==> config.mk <==
export PLATFORM = sky130hd
export DESIGN_NAME = resistive_touch_averager_unit_flat
export DESIGN_NICKNAME = d
export VERILOG_FILES = /design/src/design/rta_pkg.sv /design/src/design/rta_if.sv /design/src/design/rta_ram.sv /design/src/design/rta_ctrl.sv /design/src/design/rta_datapath.sv /design/src/design/resistive_touch_averager_unit.sv /design/src/flat_wrapper.sv
export SDC_FILE = /design/constraint.sdc
export NUM_CORES = 1
export LEC_CHECK = 0
export BUFFER_PORTS_ARGS = -buffer_cell sky130_fd_sc_hd__buf_2
export CAP_MARGIN = 5
export CELL_PAD_IN_SITES_DETAIL_PLACEMENT = 1
export CELL_PAD_IN_SITES_GLOBAL_PLACEMENT = 1
export CORE_MARGIN = 3
export CORE_UTILIZATION = 45
export CTS_CLUSTER_DIAMETER = 200
export DETAILED_ROUTE_END_ITERATION = 16
export GPL_ROUTABILITY_DRIVEN = 1
export PLACE_DENSITY = 0.79
export SLEW_MARGIN = 20
export SYNTH_ARGS = -nofsm -noshare
export SYNTH_HDL_FRONTEND = slang
export SYNTH_SLANG_ARGS = --single-unit
==> constraint.sdc <==
create_clock -name clock -period 5.1 [get_ports clock]
set_input_delay 0 -clock clock [delete_from_list [all_inputs] [get_ports clock]]
set_output_delay 0 -clock clock [all_outputs]
set_load 0.01 [all_outputs]
==> src/design/rta_pkg.sv <==
// rta_pkg: shared widths, register indexes, reset values and the
// command/status structs between the averager controller and datapath
// no dependencies
package rta_pkg;

   localparam int SAMPLE_COUNT_DEF = 16;

   localparam int ADC_W = 12;
   localparam int POS_W = 10;

   localparam int CSR_IDX_W  = 1;
   localparam int CSR_DATA_W = 10;

   typedef logic [CSR_IDX_W-1:0] csr_idx_type;

   localparam csr_idx_type CSR_THRESH = 1'd0;
   localparam csr_idx_type CSR_WINDOW = 1'd1;

   localparam logic [POS_W-1:0] THRESH_RESET = 10'd64;
   localparam logic [POS_W-1:0] WINDOW_RESET = 10'd5;

   // controller to datapath
   typedef struct packed {
      logic accept;
      logic scan;
      logic prep;
      logic div;
      logic finish;
   } cmd_type;

   // datapath to controller
   typedef struct packed {
      logic avg_tick;
      logic scan_last;
      logic div_last;
   } status_type;

endpackage

==> src/design/rta_if.sv <==
// rta_if: valid/ready channel interfaces for request, response and csr writes
// depends on rta_pkg
interface rta_req_if;
   logic                      valid;
   logic                      ready;
   logic [rta_pkg::ADC_W-1:0] adc_sample;

   modport source (output valid, output adc_sample, input ready);
   modport sink   (input valid, input adc_sample, output ready);
endinterface

interface rta_rsp_if;
   logic                      valid;
   logic                      ready;
   logic                      drive_axis;
   logic                      start_conversion;
   logic [rta_pkg::POS_W-1:0] position_x;
   logic [rta_pkg::POS_W-1:0] position_y;
   logic                      report_done;

   modport source (output valid, output drive_axis, output start_conversion,
                   output position_x, output position_y, output report_done,
                   input ready);
   modport sink   (input valid, input drive_axis, input start_conversion,
                   input position_x, input position_y, input report_done,
                   output ready);
endinterface

interface rta_csr_if;
   logic                           valid;
   logic                           ready;
   logic [rta_pkg::CSR_IDX_W-1:0]  index;
   logic [rta_pkg::CSR_DATA_W-1:0] data;

   modport source (output valid, output index, output data, input ready);
   modport sink   (input valid, input index, input data, output ready);
endinterface

==> src/design/rta_ram.sv <==
// rta_ram: generic single-write, single-read ram with registered read data
// no dependencies
module rta_ram #(
   parameter int WIDTH  = 10,
   parameter int DEPTH  = 16,
   parameter int ADDR_W = (DEPTH > 1) ? $clog2(DEPTH) : 1
) (
   input  logic              clock,
   input  logic              we,
   input  logic [ADDR_W-1:0] waddr,
   input  logic [WIDTH-1:0]  wdata,
   input  logic [ADDR_W-1:0] raddr,
   output logic [WIDTH-1:0]  rdata
);

   logic [WIDTH-1:0] mem_ff [DEPTH];
   logic [WIDTH-1:0] rdata_ff;

   always_ff @(posedge clock) begin
      if (we) begin
         mem_ff[waddr] <= wdata;
      end
      rdata_ff <= mem_ff[raddr];
   end

   assign rdata = rdata_ff;

endmodule

==> src/design/rta_ctrl.sv <==
// rta_ctrl: sequencing state machine of the touch averager
// depends on rta_pkg
module rta_ctrl (
   input  logic                clock,
   input  logic                reset,
   input  logic                req_valid,
   output logic                req_ready,
   output logic                rsp_valid,
   input  logic                rsp_ready,
   output rta_pkg::cmd_type    cmd,
   input  rta_pkg::status_type status
);

   localparam logic [2:0] ST_IDLE   = 3'd0;
   localparam logic [2:0] ST_SCAN   = 3'd1;
   localparam logic [2:0] ST_DRAIN  = 3'd2;
   localparam logic [2:0] ST_PREP   = 3'd3;
   localparam logic [2:0] ST_DIV    = 3'd4;
   localparam logic [2:0] ST_FINISH = 3'd5;

   logic [2:0] state_ff, state_in;
   logic       rsp_valid_ff, rsp_valid_in;
   logic       accept;

   assign req_ready = (state_ff == ST_IDLE) && (!rsp_valid_ff || rsp_ready);
   assign accept    = req_valid && req_ready;

   always_comb begin
      state_in     = state_ff;
      rsp_valid_in = rsp_valid_ff && !rsp_ready;
      cmd          = '0;
      unique case (state_ff)
         ST_IDLE: begin
            if (accept) begin
               cmd.accept = 1'b1;
               if (status.avg_tick) begin
                  state_in = ST_SCAN;
               end else begin
                  rsp_valid_in = 1'b1;
               end
            end
         end
         ST_SCAN: begin
            cmd.scan = 1'b1;
            if (status.scan_last) begin
               state_in = ST_DRAIN;
            end
         end
         ST_DRAIN: begin
            state_in = ST_PREP;
         end
         ST_PREP: begin
            cmd.prep = 1'b1;
            state_in = ST_DIV;
         end
         ST_DIV: begin
            cmd.div = 1'b1;
            if (status.div_last) begin
               state_in = ST_FINISH;
            end
         end
         ST_FINISH: begin
            cmd.finish   = 1'b1;
            rsp_valid_in = 1'b1;
            state_in     = ST_IDLE;
         end
         default: begin
            state_in = ST_IDLE;
         end
      endcase
   end

   always_ff @(posedge clock) begin
      if (reset) begin
         state_ff     <= ST_IDLE;
         rsp_valid_ff <= 1'b0;
      end else begin
         state_ff     <= state_in;
         rsp_valid_ff <= rsp_valid_in;
      end
   end

   assign rsp_valid = rsp_valid_ff;

endmodule

==> src/design/rta_datapath.sv <==
// rta_datapath: phase counter, sample rams, accumulators, serial divider
// and position registers of the touch averager; depends on rta_pkg, rta_ram
module rta_datapath #(
   parameter int SAMPLE_COUNT = rta_pkg::SAMPLE_COUNT_DEF
) (
   input  logic                          clock,
   input  logic                          reset,
   input  rta_pkg::cmd_type              cmd,
   output rta_pkg::status_type           status,
   input  logic [rta_pkg::ADC_W-1:0]     adc_sample,
   input  logic                          csr_we,
   input  rta_pkg::csr_idx_type          csr_index,
   input  logic [rta_pkg::CSR_DATA_W-1:0] csr_data,
   output logic                          drive_axis,
   output logic                          start_conversion,
   output logic [rta_pkg::POS_W-1:0]     position_x,
   output logic [rta_pkg::POS_W-1:0]     position_y,
   output logic                          report_done
);

   localparam int POS_W   = rta_pkg::POS_W;
   localparam int ADC_W   = rta_pkg::ADC_W;
   localparam int ADDR_W  = (SAMPLE_COUNT > 1) ? $clog2(SAMPLE_COUNT) : 1;
   localparam int SLOT_W  = $clog2(SAMPLE_COUNT + 2);
   localparam int CNT_W   = $clog2(SAMPLE_COUNT + 1);
   localparam int SUM_W   = $clog2(SAMPLE_COUNT * (2**POS_W - 1) + 1);
   localparam int STEP_W  = $clog2(POS_W);

   localparam logic [SLOT_W-1:0] SLOT_SWITCH = SLOT_W'(SAMPLE_COUNT + 1);
   localparam logic [ADDR_W-1:0] ADDR_LAST   = ADDR_W'(SAMPLE_COUNT - 1);

   // phase and output registers
   logic              axis_ff, axis_in;
   logic [SLOT_W-1:0] slot_ff, slot_in;
   logic              start_ff, start_in;
   logic              done_ff, done_in;
   logic [POS_W-1:0]  rep_x_ff, rep_x_in, rep_y_ff, rep_y_in;
   logic [POS_W-1:0]  prev_x_ff, prev_x_in, prev_y_ff, prev_y_in;
   logic [POS_W-1:0]  thresh_ff, thresh_in, window_ff, window_in;

   // scan and divide registers
   logic [ADDR_W-1:0] addr_ff, addr_in;
   logic              rd_vld_ff;
   logic [SUM_W-1:0]  sum_x_ff, sum_x_in, sum_y_ff, sum_y_in;
   logic [CNT_W-1:0]  count_ff, count_in;
   logic [SUM_W-1:0]  rem_x_ff, rem_x_in, rem_y_ff, rem_y_in;
   logic [SUM_W-1:0]  dvs_ff, dvs_in;
   logic [POS_W-1:0]  quo_x_ff, quo_x_in, quo_y_ff, quo_y_in;
   logic [STEP_W-1:0] step_ff, step_in;

   logic              is_switch;
   logic              ram_we;
   logic [ADDR_W-1:0] waddr;
   logic [POS_W-1:0]  scaled;
   logic [POS_W-1:0]  rd_x, rd_y;
   logic              pressed;
   logic              ge_x, ge_y;
   logic [POS_W-1:0]  diff_x, diff_y;
   logic              stable;

   assign is_switch = (slot_ff == SLOT_SWITCH);
   assign scaled    = adc_sample[ADC_W-1:ADC_W-POS_W];
   assign ram_we    = cmd.accept && !is_switch && (slot_ff != '0);
   assign waddr     = ADDR_W'(slot_ff - SLOT_W'(1));

   rta_ram #(.WIDTH(POS_W), .DEPTH(SAMPLE_COUNT), .ADDR_W(ADDR_W)) u_x_ram (
      .clock (clock),
      .we    (ram_we && !axis_ff),
      .waddr (waddr),
      .wdata (scaled),
      .raddr (addr_ff),
      .rdata (rd_x)
   );

   rta_ram #(.WIDTH(POS_W), .DEPTH(SAMPLE_COUNT), .ADDR_W(ADDR_W)) u_y_ram (
      .clock (clock),
      .we    (ram_we && axis_ff),
      .waddr (waddr),
      .wdata (scaled),
      .raddr (addr_ff),
      .rdata (rd_y)
   );

   assign pressed = (rd_x > thresh_ff) && (rd_y > thresh_ff);
   assign ge_x    = (rem_x_ff >= dvs_ff);
   assign ge_y    = (rem_y_ff >= dvs_ff);
   assign diff_x  = (prev_x_ff > quo_x_ff) ? prev_x_ff - quo_x_ff : quo_x_ff - prev_x_ff;
   assign diff_y  = (prev_y_ff > quo_y_ff) ? prev_y_ff - quo_y_ff : quo_y_ff - prev_y_ff;
   assign stable  = (diff_x < window_ff) && (diff_y < window_ff);

   always_comb begin
      axis_in   = axis_ff;
      slot_in   = slot_ff;
      start_in  = start_ff;
      done_in   = done_ff;
      rep_x_in  = rep_x_ff;
      rep_y_in  = rep_y_ff;
      prev_x_in = prev_x_ff;
      prev_y_in = prev_y_ff;
      thresh_in = thresh_ff;
      window_in = window_ff;
      addr_in   = addr_ff;
      sum_x_in  = sum_x_ff;
      sum_y_in  = sum_y_ff;
      count_in  = count_ff;
      rem_x_in  = rem_x_ff;
      rem_y_in  = rem_y_ff;
      dvs_in    = dvs_ff;
      quo_x_in  = quo_x_ff;
      quo_y_in  = quo_y_ff;
      step_in   = step_ff;

      if (csr_we) begin
         unique case (csr_index)
            rta_pkg::CSR_THRESH: thresh_in = csr_data;
            rta_pkg::CSR_WINDOW: window_in = csr_data;
         endcase
      end

      if (cmd.accept) begin
         done_in  = 1'b0;
         addr_in  = '0;
         sum_x_in = '0;
         sum_y_in = '0;
         count_in = '0;
         if (is_switch) begin
            axis_in  = !axis_ff;
            slot_in  = '0;
            start_in = 1'b0;
         end else begin
            slot_in  = slot_ff + SLOT_W'(1);
            start_in = 1'b1;
         end
      end

      if (cmd.scan) begin
         addr_in = addr_ff + ADDR_W'(1);
      end

      // read data arrives in the cycle after its address
      if (rd_vld_ff && pressed) begin
         sum_x_in = sum_x_ff + SUM_W'(rd_x);
         sum_y_in = sum_y_ff + SUM_W'(rd_y);
         count_in = count_ff + CNT_W'(1);
      end

      if (cmd.prep) begin
         rem_x_in = sum_x_ff;
         rem_y_in = sum_y_ff;
         dvs_in   = SUM_W'(count_ff) << (POS_W - 1);
         quo_x_in = '0;
         quo_y_in = '0;
         step_in  = STEP_W'(POS_W - 1);
      end

      // restoring division, one quotient bit per cycle on both axes
      if (cmd.div) begin
         rem_x_in = ge_x ? rem_x_ff - dvs_ff : rem_x_ff;
         rem_y_in = ge_y ? rem_y_ff - dvs_ff : rem_y_ff;
         quo_x_in = {quo_x_ff[POS_W-2:0], ge_x};
         quo_y_in = {quo_y_ff[POS_W-2:0], ge_y};
         dvs_in   = dvs_ff >> 1;
         step_in  = step_ff - STEP_W'(1);
      end

      if (cmd.finish) begin
         done_in = 1'b1;
         if (count_ff == '0) begin
            rep_x_in = '0;
            rep_y_in = '0;
         end else begin
            if (stable) begin
               rep_x_in = quo_x_ff;
               rep_y_in = quo_y_ff;
            end
            prev_x_in = quo_x_ff;
            prev_y_in = quo_y_ff;
         end
      end
   end

   always_ff @(posedge clock) begin
      if (reset) begin
         axis_ff   <= 1'b0;
         slot_ff   <= '0;
         rep_x_ff  <= '0;
         rep_y_ff  <= '0;
         prev_x_ff <= '0;
         prev_y_ff <= '0;
         thresh_ff <= rta_pkg::THRESH_RESET;
         window_ff <= rta_pkg::WINDOW_RESET;
         rd_vld_ff <= 1'b0;
      end else begin
         axis_ff   <= axis_in;
         slot_ff   <= slot_in;
         rep_x_ff  <= rep_x_in;
         rep_y_ff  <= rep_y_in;
         prev_x_ff <= prev_x_in;
         prev_y_ff <= prev_y_in;
         thresh_ff <= thresh_in;
         window_ff <= window_in;
         rd_vld_ff <= cmd.scan;
      end
   end

   always_ff @(posedge clock) begin
      start_ff <= start_in;
      done_ff  <= done_in;
      addr_ff  <= addr_in;
      sum_x_ff <= sum_x_in;
      sum_y_ff <= sum_y_in;
      count_ff <= count_in;
      rem_x_ff <= rem_x_in;
      rem_y_ff <= rem_y_in;
      dvs_ff   <= dvs_in;
      quo_x_ff <= quo_x_in;
      quo_y_ff <= quo_y_in;
      step_ff  <= step_in;
   end

   assign status.avg_tick  = is_switch && axis_ff;
   assign status.scan_last = (addr_ff == ADDR_LAST);
   assign status.div_last  = (step_ff == '0);

   assign drive_axis       = axis_ff;
   assign start_conversion = start_ff;
   assign position_x       = rep_x_ff;
   assign position_y       = rep_y_ff;
   assign report_done      = done_ff;

endmodule

==> src/design/resistive_touch_averager_unit.sv <==
// resistive_touch_averager_unit: top level of the resistive touch averager
// depends on rta_pkg, rta_if, rta_ctrl, rta_datapath (and rta_ram below it)
//
// usage
//   req_chan carries one converter reading per timer tick; rsp_chan returns
//   exactly one response per request: the axis to drive next, whether a
//   conversion is started, the reported position and the averaging flag.
//   csr_chan writes press_threshold (index 0) and stability_window (index 1);
//   it is always ready and should only be written while the block is idle.
// response path
//   an ordinary tick is answered in the next cycle, and the next request
//   can be taken once the receiver takes that response. the tick that
//   closes the Y phase scans both sample rams one entry a cycle, then
//   goes through drain, divider setup, the bit-serial divider and a
//   finish state before its response is registered. a full X plus
//   Y round is 2 * (SAMPLE_COUNT + 2) ticks.
// reset
//   synchronous, active high: X axis, discard slot, positions and previous
//   averages zero, registers to 64 and 5. sample rams are not cleared; a
//   full X and Y phase always precede the first average.
// back-pressure
//   the response sits in its output register until taken; a new request is
//   accepted in the same cycle that the pending response leaves.
module resistive_touch_averager_unit #(
   parameter int SAMPLE_COUNT = rta_pkg::SAMPLE_COUNT_DEF
) (
   input  logic       clock,
   input  logic       reset,
   rta_req_if.sink    req_chan,
   rta_rsp_if.source  rsp_chan,
   rta_csr_if.sink    csr_chan
);

   rta_pkg::cmd_type    cmd;
   rta_pkg::status_type status;

   // csr writes are always taken
   assign csr_chan.ready = 1'b1;

   // sequencing: accepts a request, walks scan and divide, releases response
   rta_ctrl u_ctrl (
      .clock     (clock),
      .reset     (reset),
      .req_valid (req_chan.valid),
      .req_ready (req_chan.ready),
      .rsp_valid (rsp_chan.valid),
      .rsp_ready (rsp_chan.ready),
      .cmd       (cmd),
      .status    (status)
   );

   // storage and arithmetic; position registers double as the response payload
   rta_datapath #(.SAMPLE_COUNT(SAMPLE_COUNT)) u_datapath (
      .clock            (clock),
      .reset            (reset),
      .cmd              (cmd),
      .status           (status),
      .adc_sample       (req_chan.adc_sample),
      .csr_we           (csr_chan.valid),
      .csr_index        (csr_chan.index),
      .csr_data         (csr_chan.data),
      .drive_axis       (rsp_chan.drive_axis),
      .start_conversion (rsp_chan.start_conversion),
      .position_x       (rsp_chan.position_x),
      .position_y       (rsp_chan.position_y),
      .report_done      (rsp_chan.report_done)
   );

   // an ordinary request is answered in the very next cycle
   a_fast_reply: assert property (@(posedge clock) disable iff (reset)
      (req_chan.valid && req_chan.ready && !status.avg_tick) |=> rsp_chan.valid)
      else $error("ordinary request not answered in one cycle");

   // averaging ends on the switch tick into the X phase
   a_done_tick: assert property (@(posedge clock) disable iff (reset)
      (rsp_chan.valid && rsp_chan.report_done) |->
         (!rsp_chan.start_conversion && !rsp_chan.drive_axis))
      else $error("averaging response not on the switch tick into X");

   // the output register must be free when a new average lands
   a_finish_free: assert property (@(posedge clock) disable iff (reset)
      cmd.finish |-> !rsp_chan.valid)
      else $error("average finished over a pending response");

   // both coordinates are zero together or both valid averages
   a_pos_pair: assert property (@(posedge clock) disable iff (reset)
      ((rsp_chan.position_x == '0) == (rsp_chan.position_y == '0)))
      else $error("one coordinate zero without the other");

endmodule

==> src/flat_wrapper.sv <==
// flat-port wrapper written by rule: the top's interface ports become plain ports
module resistive_touch_averager_unit_flat 
#(
   parameter int SAMPLE_COUNT = rta_pkg::SAMPLE_COUNT_DEF
)
  (clock, reset, req_chan_valid, req_chan_adc_sample, req_chan_ready, rsp_chan_valid, rsp_chan_drive_axis, rsp_chan_start_conversion, rsp_chan_position_x, rsp_chan_position_y, rsp_chan_report_done, rsp_chan_ready, csr_chan_valid, csr_chan_index, csr_chan_data, csr_chan_ready);
  rta_req_if req_chan_i ();
  rta_rsp_if rsp_chan_i ();
  rta_csr_if csr_chan_i ();
  input  logic clock;
  input  logic reset;
  input wire logic [$bits(req_chan_i.valid)-1:0] req_chan_valid;
  input wire logic [$bits(req_chan_i.adc_sample)-1:0] req_chan_adc_sample;
  output wire logic [$bits(req_chan_i.ready)-1:0] req_chan_ready;
  output wire logic [$bits(rsp_chan_i.valid)-1:0] rsp_chan_valid;
  output wire logic [$bits(rsp_chan_i.drive_axis)-1:0] rsp_chan_drive_axis;
  output wire logic [$bits(rsp_chan_i.start_conversion)-1:0] rsp_chan_start_conversion;
  output wire logic [$bits(rsp_chan_i.position_x)-1:0] rsp_chan_position_x;
  output wire logic [$bits(rsp_chan_i.position_y)-1:0] rsp_chan_position_y;
  output wire logic [$bits(rsp_chan_i.report_done)-1:0] rsp_chan_report_done;
  input wire logic [$bits(rsp_chan_i.ready)-1:0] rsp_chan_ready;
  input wire logic [$bits(csr_chan_i.valid)-1:0] csr_chan_valid;
  input wire logic [$bits(csr_chan_i.index)-1:0] csr_chan_index;
  input wire logic [$bits(csr_chan_i.data)-1:0] csr_chan_data;
  output wire logic [$bits(csr_chan_i.ready)-1:0] csr_chan_ready;
  assign req_chan_i.valid = req_chan_valid;
  assign req_chan_i.adc_sample = req_chan_adc_sample;
  assign req_chan_ready = req_chan_i.ready;
  assign rsp_chan_valid = rsp_chan_i.valid;
  assign rsp_chan_drive_axis = rsp_chan_i.drive_axis;
  assign rsp_chan_start_conversion = rsp_chan_i.start_conversion;
  assign rsp_chan_position_x = rsp_chan_i.position_x;
  assign rsp_chan_position_y = rsp_chan_i.position_y;
  assign rsp_chan_report_done = rsp_chan_i.report_done;
  assign rsp_chan_i.ready = rsp_chan_ready;
  assign csr_chan_i.valid = csr_chan_valid;
  assign csr_chan_i.index = csr_chan_index;
  assign csr_chan_i.data = csr_chan_data;
  assign csr_chan_ready = csr_chan_i.ready;
  resistive_touch_averager_unit #(.SAMPLE_COUNT(SAMPLE_COUNT)) u_core (.clock(clock), .reset(reset), .req_chan(req_chan_i), .rsp_chan(rsp_chan_i), .csr_chan(csr_chan_i));
endmodule
Word-level counts from Yosys, hierarchy flattened

Memory sizes are Yosys's and may differ from the RTL's. A register that Yosys moved wholly into a read port is not among the register bits.
Cells that the tools add are included.

Add/sub/neg operators: 13
$mul: 0
Div/mod/pow operators: 0
$lt $le $gt $ge: 8
Equal/unequal tests: 13
Shift operators: 0
Muxes and demuxes: 46
Bitwise gates (word level): 2
Reductions and logical operators: 32

Operators by type and width:

| cell                                                  | count |
|---|---|
| two-way mux 14 bit                                    | 9 |
| two-way mux 10 bit                                    | 9 |
| > comparator 10 bit                                   | 4 |
| subtractor 10 bit                                     | 4 |
| adder 14 x 10 -> 14 bit                               | 2 |
| >= comparator 14 bit                                  | 2 |
| subtractor 14 bit                                     | 2 |
| two-way mux 13 bit                                    | 2 |
| less-than comparator 10 bit                           | 2 |
| two-way mux 4 bit                                     | 4 |
| two-way mux 5 bit                                     | 3 |
| one-hot mux 3 bit (5 select lines)                    | 1 |
| AND reduction 2 bit                                   | 7 |
| two-way mux 1 bit                                     | 13 |
| two-way mux 3 bit                                     | 4 |
| logical AND 1 bit                                     | 11 |
| adder 5 x 1 -> 5 bit, second input constant           | 2 |
| nonzero test 2 bit                                    | 4 |
| subtractor 4 x 1 -> 4 bit, second input constant      | 2 |
| == test 3 x 2 -> 1 bit, second input constant         | 2 |
| == test 3 bit, second input constant                  | 2 |
| inequality test 2 x 1 -> 1 bit, second input constant | 3 |
| inequality test 2 bit, second input constant          | 3 |
| == test 5 bit, second input constant                  | 1 |
| 12 further kinds                                      | 16 |

Bits in registers: 176
Latch bits: 0
Bits in writable memories: 320
Memory bits (read-only): 0
Output and inout bits: 26
Memories: 2

Memory list:

| memory                           | words | bits a word | rd ports | clocked after memory_dff | write ports | RTL line      | RTL |
|---|---|---|---|---|---|---|---|
| u_core.u_datapath.u_x_ram.mem_ff | 16    | 10          | 1        | 1                        | 1           | rta_ram.sv:16 | `logic [WIDTH-1:0] mem_ff [DEPTH];` |
| u_core.u_datapath.u_y_ram.mem_ff | 16    | 10          | 1        | 1                        | 1           | rta_ram.sv:16 |  |

Depth between registers and ports, before layout

Gate-level depths: netlist (run 1).

Depth in word-level cells: 11
Mapped depth: 19
Gate-level depth less buffers: 17

By module

A second synthesis (run 1) with hierarchy kept.

Cell total of the unflattened synthesis: 1807
Area, all modules: 24402.2 um^2

Modules (own cells, without submodules):

| module                        | times used | cells each | area each (um^2) | seq. area each (um^2) |
|---|---|---|---|---|
| rta_ram                       | 2          | 279        | 6353.6           | 5004.8 |
| rta_datapath                  | 1          | 1216       | 11434.7          | 4474.3 |
| rta_ctrl                      | 1          | 31         | 249.0            | 80.1 |
| resistive_touch_averager_unit | 1          | 2          | 11.3             | 0.0 |

Worst setup path after synthesis (run 1)

No wires, ideal clock.

Path kind: register to register
Start point: register u_core.u_datapath.thresh_ff[3]
End point: register u_core.u_datapath.count_ff[0], enable pin
Library setup time: 469 ps
Arrival time: 3802 ps
Slack: 829 ps
Stages on the path, launching flop included: 10
Buffers on the path: 1
Period minus slack after synthesis: 4271 ps
Cells stage by stage: dfxtp_1 -> inv_1 -> ha_1 -> a21o_1 -> a21o_1 -> a21oi_1 -> o211ai_1 -> o31ai_2 -> clkbuf_1 -> o21ai_0

Longest elaborated chain between the ends: 4
Elaborated cells between the ends (all ways): 5
Those cells by class: order compare: 2; reduce/logical: 3

RTL lines:

| what                           | RTL line            | RTL |
|---|---|---|
| start, declared                | rta_datapath.sv:39  | `logic [POS_W-1:0] thresh_ff, thresh_in, window_ff, window_in;` |
| start signal, assigned         | rta_datapath.sv:190 | `thresh_ff <= rta_pkg::THRESH_RESET;` |
| start signal, assigned         | rta_datapath.sv:200 | `thresh_ff <= thresh_in;` |
| > comparator 10 bit            | rta_datapath.sv:84  | `assign pressed = (rd_x > thresh_ff) && (rd_y > thresh_ff);` |
| logical AND 1 bit *            | rta_datapath.sv:84  |  |
| logical AND 1 bit *            | rta_datapath.sv:141 | `if (rd_vld_ff && pressed) begin` |
| nonzero test 2 bit (no line) * | n/a                 |  |
| end signal, assigned           | rta_datapath.sv:212 | `count_ff <= count_in;` |
| end, declared                  | rta_datapath.sv:45  | `logic [CNT_W-1:0] count_ff, count_in;` |

Mark *: on every way between the ends. The rest lies on a longest branch, timed or not.
A chain may end at the register's enable or synchronous reset.

Worst setup path in the final report (run 1)

Start point: register u_core.u_datapath.quo_x_ff[6]
End point: register u_core.u_datapath.rep_x_ff[6] (netlist: u_core.u_datapath.position_x[6])

Longest elaborated chain between the ends: 6
Elaborated cells between the ends (all ways): 10
Those cells by class: add/sub: 2; order compare: 2; mux: 3; reduce/logical: 3

RTL lines:

| what                                                            | RTL line            | RTL |
|---|---|---|
| start, declared                                                 | rta_datapath.sv:48  | `logic [POS_W-1:0] quo_x_ff, quo_x_in, quo_y_ff, quo_y_in;` |
| start signal, assigned                                          | rta_datapath.sv:216 | `quo_x_ff <= quo_x_in;` |
| subtractor 10 bit / > comparator 10 bit (equally long branches) | rta_datapath.sv:87  | `assign diff_x = (prev_x_ff > quo_x_ff) ? prev_x_ff - quo_x_ff : quo_x_ff - prev_x_ff;` |
| two-way mux 10 bit                                              | rta_datapath.sv:87  |  |
| less-than comparator 10 bit                                     | rta_datapath.sv:89  | `assign stable = (diff_x < window_ff) && (diff_y < window_ff);` |
| logical AND 1 bit                                               | rta_datapath.sv:89  |  |
| nonzero test 2 bit (no line)                                    | n/a                 |  |
| AND reduction 2 bit (no line)                                   | n/a                 |  |
| end signal, assigned                                            | rta_datapath.sv:196 | `rep_x_ff <= rep_x_in;` |
| end, declared                                                   | rta_datapath.sv:37  | `logic [POS_W-1:0] rep_x_ff, rep_x_in, rep_y_ff, rep_y_in;` |

Several ways; a longest one is shown, not always the timed one. The select of a mux whose other input is x is not followed.

==> metrics.md, run 1 <==
| Metric | Value |
|---|---|
| Number of global-route vias before repair | approximately 17k |
| Total Power | 9.243 mW |
| DRT Pass-1 Iters | 6 |
| Die extent in y | 239.2 µm |
| Worst Tran Pin Value | 1.110 ns |
| Worst-skew pair later-pin latency | 0.62 ns |
| GP Congestion | 0.8544 |
| Overall routing resource usage | 0.2225 |
| Max Freq | around 0.21 GHz |
| Total Nets Final | 2071 |
| Place WS | 0.5602 ns |
| Seq/Total Area, Yosys | 0.5951 |
| PD cells | 333.4 mW/mm² |
| Sequential share of power | 0.503 |
| Area growth from synthesis to layout | 13.27% |
| Via count | between 15k and 20k |
| Layout cell share with drive strength beyond 1 | 0.1434 |
| Top post-synthesis cells by area | edfxtp_1, mux4_2, dfxtp_1 |
| Die X | 239.2 µm |
| Clock Tree Buf Depth | 3 |
| CP Data Required Time | between 5 and 6 ns |
| Clock slew at reported path FFs | 0.06 ns |
| Share of async-settable or async-resettable flops after synthesis | 0 |
| Final ANT Viol Nets | 0 |
| Final hold slack | ~0.07 ns |
| Rel. slew slack | 0.2547 |
| CTS Buf Count | between 50 and 60 |
| Final Hold Fails | 0 |
| CTS root buffer | clkbuf_16 |
| Drt total wl | 63080 µm |
| N_diodes | 0 |
| Final Util | 0.5213 |
| Period minus WS final | 4.859 ns |
| RSZ-0062 raised after global routing | false |
| Clock power frac | 0.432 |
| Comb power frac | 0.066 |
| Routed len/inst | 23.96 µm |
| Net Count, Synth | 1984 |
| Max FO, Critical Path | 20 |
| I/O pins | 54 |
| CP Class | register to register |
| Die area | approximately 0.057 mm² |
| Worst min path class | primary input to register |
| Period utilization | 0.9527 |
| Max VDD drop | 0.0003290 V |
| Grt total ovfl | 0 |
| Max-slew violations | 0 |
| CP startpoint kind | register |
| Post-Syn Area | 0.02447 mm² |
| Starting Density | 0.4602 |
| Final setup TNS | 0 ns |
| Final Worst Setup Slack | 0.2414 ns |
| Clock Skews | about 0.047 ns |
| Post-synthesis cell count | 1814 |
| First-pass GRT wire length | 98380 µm |
| Post-synth EDFFs | 423 |
| Iter 0 DRT Violations | 1313 |
| Cell-internal power | 7.093 mW |
| # rows | 84 |
| CTS tree | yes |
| Vias/cell | 5.956 |
| Leak Pwr | between 9 and 10 nW |
| DR WL met3 | 3477 µm |
| Ys flop type | edfxtp_1 |
| CTS HTree Levels | 2 |
| DP Wirelength | 40710 µm |
| Pin count of the biggest net entering global routing | 55 |
| Critical path endpoint category | register |
| Wl on met1 | between 20000 and 30000 µm |
| Metal2 WL | around 32000 µm |
| Syn_area_per_cell | 13.49 µm² |
| Core Region | 0.05318 mm² |
| Num Clock Sinks | 516 |
| CP Data Arrival Time | between 5 and 6 ns |
| Synth area leader | edfxtp_1 |
| Port bufs | 50 |
| Maxcap violations | 0 |
| DRC errors left | 0 |
| Yosys top cell area share | 0.5190 |
| Net switching power | 2.149 mW |
| Status | complete, no violations |
| Sw Ratio | 0.2325 |
| Final setup violation count | 0 |
| Initial antenna violation count | 1 |
| Count of different cell masters after synthesis | 83 |
| Uppermost layer routed | met5 |
| Yosys warnings | 0 |
| FF+latch count, synth | 516 |
-- through the flow --
| step | instance area, µm² | cells |
|---|---|---|
| after floorplan | 24470 | 1814 |
| after global placement | 25460 | 2490 |
| after detailed placement | 25500 | 2491 |
| after CTS | 27710 | 2633 |
| after global routing | 27720 | 2633 |
| final | 27720 | 2633 |
-- routing by layer --
layer  vias to the layer above  global-route usage
met5                         -                   0
met1                      7982              0.2947
met4                         2             0.07403
li1                       7028                   -
met3                       152             0.03235
met2                       518              0.3795
-- sequential cells by signal (all words and copies together) (netlist names), 4 cells and up --
signal and flops:
u_core.u_datapath.u_x_ram.mem_ff 160, u_core.u_datapath.u_y_ram.mem_ff 160, u_core.u_datapath.dvs_ff 14, u_core.u_datapath.rem_x_ff 14, u_core.u_datapath.rem_y_ff 14, u_core.u_datapath.sum_x_ff 14
u_core.u_datapath.sum_y_ff 14, u_core.u_datapath.position_x 10, u_core.u_datapath.position_y 10, u_core.u_datapath.prev_x_ff 10, u_core.u_datapath.prev_y_ff 10, u_core.u_datapath.quo_x_ff 10
u_core.u_datapath.quo_y_ff 10, u_core.u_datapath.thresh_ff 10, u_core.u_datapath.u_x_ram.rdata 10, u_core.u_datapath.u_y_ram.rdata 10, u_core.u_datapath.window_ff 10, u_core.u_datapath.count_ff 5
u_core.u_datapath.slot_ff 5, u_core.u_datapath.addr_ff 4, u_core.u_datapath.step_ff 4
-- cell usage after synthesis (7+ instances only) --
cell,instances
edfxtp_1,423
o31ai_1,16
ha_1,134
a211oi_1,14
a22o_1,20
buf_2,18
mux4_2,100
xor2_1,26
nand2b_1,8
mux2i_1,18
buf_1,8
o21ai_0,50
xnor2_1,19
nand2_1,169
and2_1,26
clkbuf_1,52
nor3_1,51
nand4_1,18
nor4b_1,8
o21a_1,32
nor2b_1,17
dfxtp_1,93
a21o_1,28
inv_1,114
nor4_1,7
a21oi_1,92
nor2_1,109
nand3_1,25
fa_1,8
-- worst max-delay path: stages (launching register included) --
cell and delay (ns):
edfxtp_1 0.44, ha_1 0.49, nand4_1 0.27, o311ai_0 0.56, o21ai_1 0.47, mux2_1 0.47, ha_1 0.28, a21boi_0 0.20
o31ai_1 0.11, a211oi_1 0.32, o21ai_0 0.23, a21oi_4 0.70, a22o_1 0.26
-- kinds of logic after synthesis --
logic type | Yosys count | synth area share
other | 1 | 0.0001532
XOR/XNOR | 45 | 0.01610
flip-flops | 516 | 0.5951
adder cells (fa/ha/maj) | 142 | 0.07505
AO/OA/AOI/OAI | 325 | 0.09120
multiplexers | 120 | 0.1003
buffers and inverters | 194 | 0.03083
AND/OR/NAND/NOR | 471 | 0.09130
-- layout make-up --
cell class                 count  area (µm²)
clock buffer                  67        1420
clock inverter                33       371.6
inverter                     115       431.7
sequential                   516       14560
timing repair buffer         110       838.3
multi-input combinational   1104        9236
tap                          688       860.8
fill                        5281       25460
-- cell usage in the layout (no fill, tap or decap), types with 7 or more instances in the layout --
cell type	synthesis	routed
clkinv_1	0	7
nor4b_1	8	7
buf_2	18	50
nand4_1	18	18
inv_1	114	114
o31ai_1	16	16
clkbuf_16	0	54
a211oi_1	14	14
clkinvlp_4	0	7
clkbuf_1	52	11
a22o_1	20	20
edfxtp_1	423	423
ha_1	134	134
dfxtp_1	93	93
a21o_1	28	28
nor4_1	7	7
xor2_1	26	26
nor2_1	109	105
nand3_1	25	25
nor3_1	51	51
mux2i_1	18	18
dlygate4sd3_1	0	42
mux4_2	100	100
nand2_1	169	167
nor2b_1	17	17
and2_1	26	26
fa_1	8	8
buf_4	1	16
o21a_1	32	32
xnor2_1	19	19
o21ai_0	50	49
nand2b_1	8	8
a21oi_1	92	91
-- power groups by stage --
stage               Sequential (mW)  Clock, mW  Combinational (mW)
floorplan                      4.71          0               0.384
global placement               4.73          0               0.537
detailed placement             4.73          0               0.574
CTS                            4.65       4.06               0.607
global route                   4.65       4.22               0.665
finish                         4.65       3.99               0.608
-- repair_timing --
| item | CTS | global route |
|---|---|---|
| hold buffers | 42 | 0 |
| hold endpoints to repair | 346 | 0 |
| buffers inserted | 0 | 0 |
| resized for setup | 0 | 0 |
-- path summary, 6_finish.rpt --
check / slack, ns / from / endpoint / depth (start not counted)
worst min register to register: 0.46 / u_core.u_datapath.window_ff[9] / u_core.u_datapath.window_ff[9] / 2
worst max-delay path: 0.24 / u_core.u_datapath.quo_x_ff[6] / u_core.u_datapath.position_x[6] / 12
worst min-delay path: 0.07 / rsp_chan_ready / u_core.u_datapath.report_done / 6
worst max register to register: 0.24 / u_core.u_datapath.quo_x_ff[6] / u_core.u_datapath.position_x[6] / 12
Note: power is estimated with default switching activity, not from simulation.
==> inputs of run 2 (changes only) <==
CORE_UTILIZATION = 35   (was 45)
PLACE_DENSITY = 0.66   (was 0.79)
==> run 2 against run 1 <==
Critical path depth is 6 higher. Clock power is 5% higher. Hold slack better by 0.15 ns. Non-clock buffer count is 5 lower.
==> metrics.md, run 2 (synthesized netlist as in run 1, its figures left out) <==
| Metric | Value |
|---|---|
| Status | complete, no violations |
| Clock power frac | 0.443 (+0.011) |
| PD cells | 335.3 mW/mm² (+0.58%) |
| CP delay by family, top | compound AO/OA/AOI/OAI gates |
| Sw Ratio | 0.2306 (-0.001948) |
| Buf/Inv on CP | 3 (+3) |
| R2R cell count | 18 (+6) |
| Max FO, Critical Path | 13 (-35%) |
| Worst min path class | primary input to register |
| CP Data Required Time | 5.66 ns (about the same) |
| Comb power frac | 0.063 (-0.003) |
| Initial antenna violation count | 2 (+1) |
| Maxcap violations | 0 (unchanged) |
| Routed len/inst | 21.06 µm (-12%) |
| Vias/cell | 5.242 (-12%) |
| Period minus WS final | 4.203 ns (-0.6552 ns) |
| Leak Pwr | 9.911 nW (+0.54%) |
| First-pass GRT wire length | 94760 µm (-3.7%) |
| CP startpoint kind | register |
| Reg-to-reg startpoint | u_core.u_datapath.quo_x_ff[0] |
| Reg2Reg Setup Slack | 0.90 ns (+0.66 ns) |
| Worst Hold End | u_core.u_datapath.thresh_ff[2] |
| Net switching power | 2.169 mW (+0.93%) |
| Biggest cell delay along the critical path | 0.44 ns (-0.26 ns) |
| Final setup TNS | 0 ns (unchanged) |
| Most common cell after layout, fill and taps aside | edfxtp_1 |
| Final Util | 0.4069 (-0.1144) |
| Port bufs | 50 (unchanged) |
| Layout cell share with drive strength beyond 1 | 0.1461 (+0.002646) |
| Iter 0 DRT Violations | 1059 (-19%) |
| Die X | 270.4 µm (+13%) |
| Clock Skews | 0.05415 ns (+0.007486 ns) |
| Number of global-route vias before repair | 16.11k (-2.7%) |
| Crit. Startpoint | u_core.u_datapath.quo_x_ff[0] |
| Clock Tree Buf Depth | 3 (unchanged) |
| CTS root buffer | clkbuf_16 |
| Cell-internal power | 7.238 mW (+2.0%) |
| Area growth from synthesis to layout | 14.62% |
| Period utilization | 0.8242 (-0.1285) |
| Slowest CP cell | edfxtp_1 |
| Drt total wl | 60560 µm (-4.0%) |
| CTS Buf Count | 56 (+3.7%) |
| Most frequent cells in the layout | edfxtp_1, nand2_1, ha_1 |
| Hold Startpoint | csr_chan_data[2] |
| Rel. slew slack | 0.2746 (+0.01992) |
| RSZ-0062 raised after global routing | false |
| Place WS | 0.9337 ns (+0.3736 ns) |
| Max VDD drop | 0.0002859 V (-13%) |
| Starting Density | 0.3550 (-0.1052) |
| # rows | 96 (+14%) |
| DP Wirelength | 40590 µm (-0.31%) |
| CTS HTree Levels | 2 (unchanged) |
| Largest registers | u_core.u_datapath.u_x_ram.mem_ff: 160 flops, u_core.u_datapath.u_y_ram.mem_ff: 160 flops |
| Worst Tran Pin Value | 1.084 ns (-0.02644 ns) |
| I/O pins | 54 (unchanged) |
| DRT Pass-1 Iters | 7 (+1) |
| Sequential share of power | 0.494 (-0.009) |
| Critical-path cell list | inv_1, ha_1, inv_1, fa_1, a21o_1, a211oi_1, nor2_1, o41ai_1, mux2i_1, xor2_1, ha_1, a21oi_1, nand2_1, a2111o_1, nor2_1, nor4b_2, buf_4, a22o_1 |
| Clock slew at reported path FFs | 0.06 ns (about the same) |
| Max-slew violations | 0 (unchanged) |
| Pin count of the biggest net entering global routing | 95 (+73%) |
| CTS tree | yes |
| WHS Path Cells | 4 (-2) |
| CP Class | register to register |
| N_diodes | 0 (unchanged) |
| Num Clock Sinks | 516 (unchanged) |
| Overall routing resource usage | 0.1649 (-0.05763) |
| Filler cell count | 7182 (+36%) |
| GP Congestion | 0.7949 (-7.0%) |
| Final Worst Setup Slack | 0.8966 ns (+0.6552 ns) |
| Total Nets Final | 2068 (-0.14%) |
| Postcts setup bufs | 0 (unchanged) |
| Final Hold Fails | 0 (unchanged) |
| CP Data Arrival Time | 4.76 ns (-0.66 ns) |
| Final hold slack | 0.2147 ns (+0.1466 ns) |
| Max Freq | 0.2379 GHz (+16%) |
| Via count | 15.07k (-3.9%) |
| Critical path endpoint category | register |
| Worst-skew pair later-pin latency | 0.64 ns (+0.02 ns) |
| Core Region | 0.06895 mm² (+30%) |
| Worst flop-to-flop path endpoint | u_core.u_datapath.position_x[2] |
| Final setup violation count | 0 (unchanged) |
| Final ANT Viol Nets | 0 (unchanged) |
| Grt total ovfl | 0 (unchanged) |
| Die extent in y | 270.4 µm (+13%) |
| DRC errors left | 0 (unchanged) |
| Die area | 0.07314 mm² (+28%) |
## run 2: per-stage QoR
stage | power, mW | cell area, µm² | instances
after CTS | 9.508 | 28040 | 2875
after global placement | 5.277 | 25770 | 2734
after detailed placement | 5.310 | 25770 | 2734
final | 9.407 | 28050 | 2875
after floorplan | 5.092 | 24470 | 1814
after global routing | 9.739 | 28050 | 2875
## run 2: worst max-delay path by stage
stage,end,slack [ns],depth (start not counted)
5_1_grt,u_core.u_datapath.position_x[2],0.54,18
2_1_floorplan,u_core.u_datapath.count_ff[0],0.83,9
4_1_cts,u_core.u_datapath.position_x[5],0.91,16
3_5_place_dp,u_core.u_datapath.position_x[5],0.93,16
3_3_place_gp,u_core.u_datapath.position_x[4],0.99,17
6_report,u_core.u_datapath.position_x[2],0.90,18
## run 2: power by group through the flow
| stage | clock (mW) | sequential (mW) | combinational (mW) |
|---|---|---|---|
| floorplan | 0 | 4.71 | 0.384 |
| global placement | 0 | 4.73 | 0.545 |
| detailed placement | 0 | 4.74 | 0.574 |
| CTS | 4.26 | 4.65 | 0.601 |
| global route | 4.43 | 4.65 | 0.662 |
| finish | 4.17 | 4.64 | 0.597 |
## run 2: layout make-up
cell class | count | area [µm²] | share of cell area
Clock buffer | 71 | 1539 | 0.05486
Clock inverter | 33 | 362.8 | 0.01293
Inverter | 115 | 431.7 | 0.01539
Multi-Input combinational cell | 1104 | 9221 | 0.3287
Sequential cell | 516 | 14560 | 0.5192
Tap cell | 931 | 1165 | 0.04153
Timing Repair Buffer | 105 | 768.2 | 0.02739
## run 2: worst reg2reg max path, cell delays in order (launching register included)
cell and delay, ns:
edfxtp_1 0.44, inv_1 0.11, ha_1 0.18, inv_1 0.06
fa_1 0.38, a21o_1 0.19, a211oi_1 0.24, nor2_1 0.10
o41ai_1 0.32, mux2i_1 0.16, xor2_1 0.17, ha_1 0.32
a21oi_1 0.14, nand2_1 0.07, a2111o_1 0.42, nor2_1 0.10
nor4b_2 0.25, buf_4 0.29, a22o_1 0.21
## run 2: per-layer routing
| metal | vias up | share of wire | GRT usage |
|---|---|---|---|
| met5 | - | 0.00021 | 0 |
| met4 | 2 | 0.022 | 0.04443 |
| met1 | 7718 | 0.45 | 0.2233 |
| li1 | 7003 | - | - |
| met2 | 258 | 0.49 | 0.2796 |
| met3 | 90 | 0.036 | 0.02168 |
## run 2: what timing repair did
item                      in CTS  in global routing
hold endpoints to repair     350                  0
hold buffers                  37                  0
resized for setup              0                  0
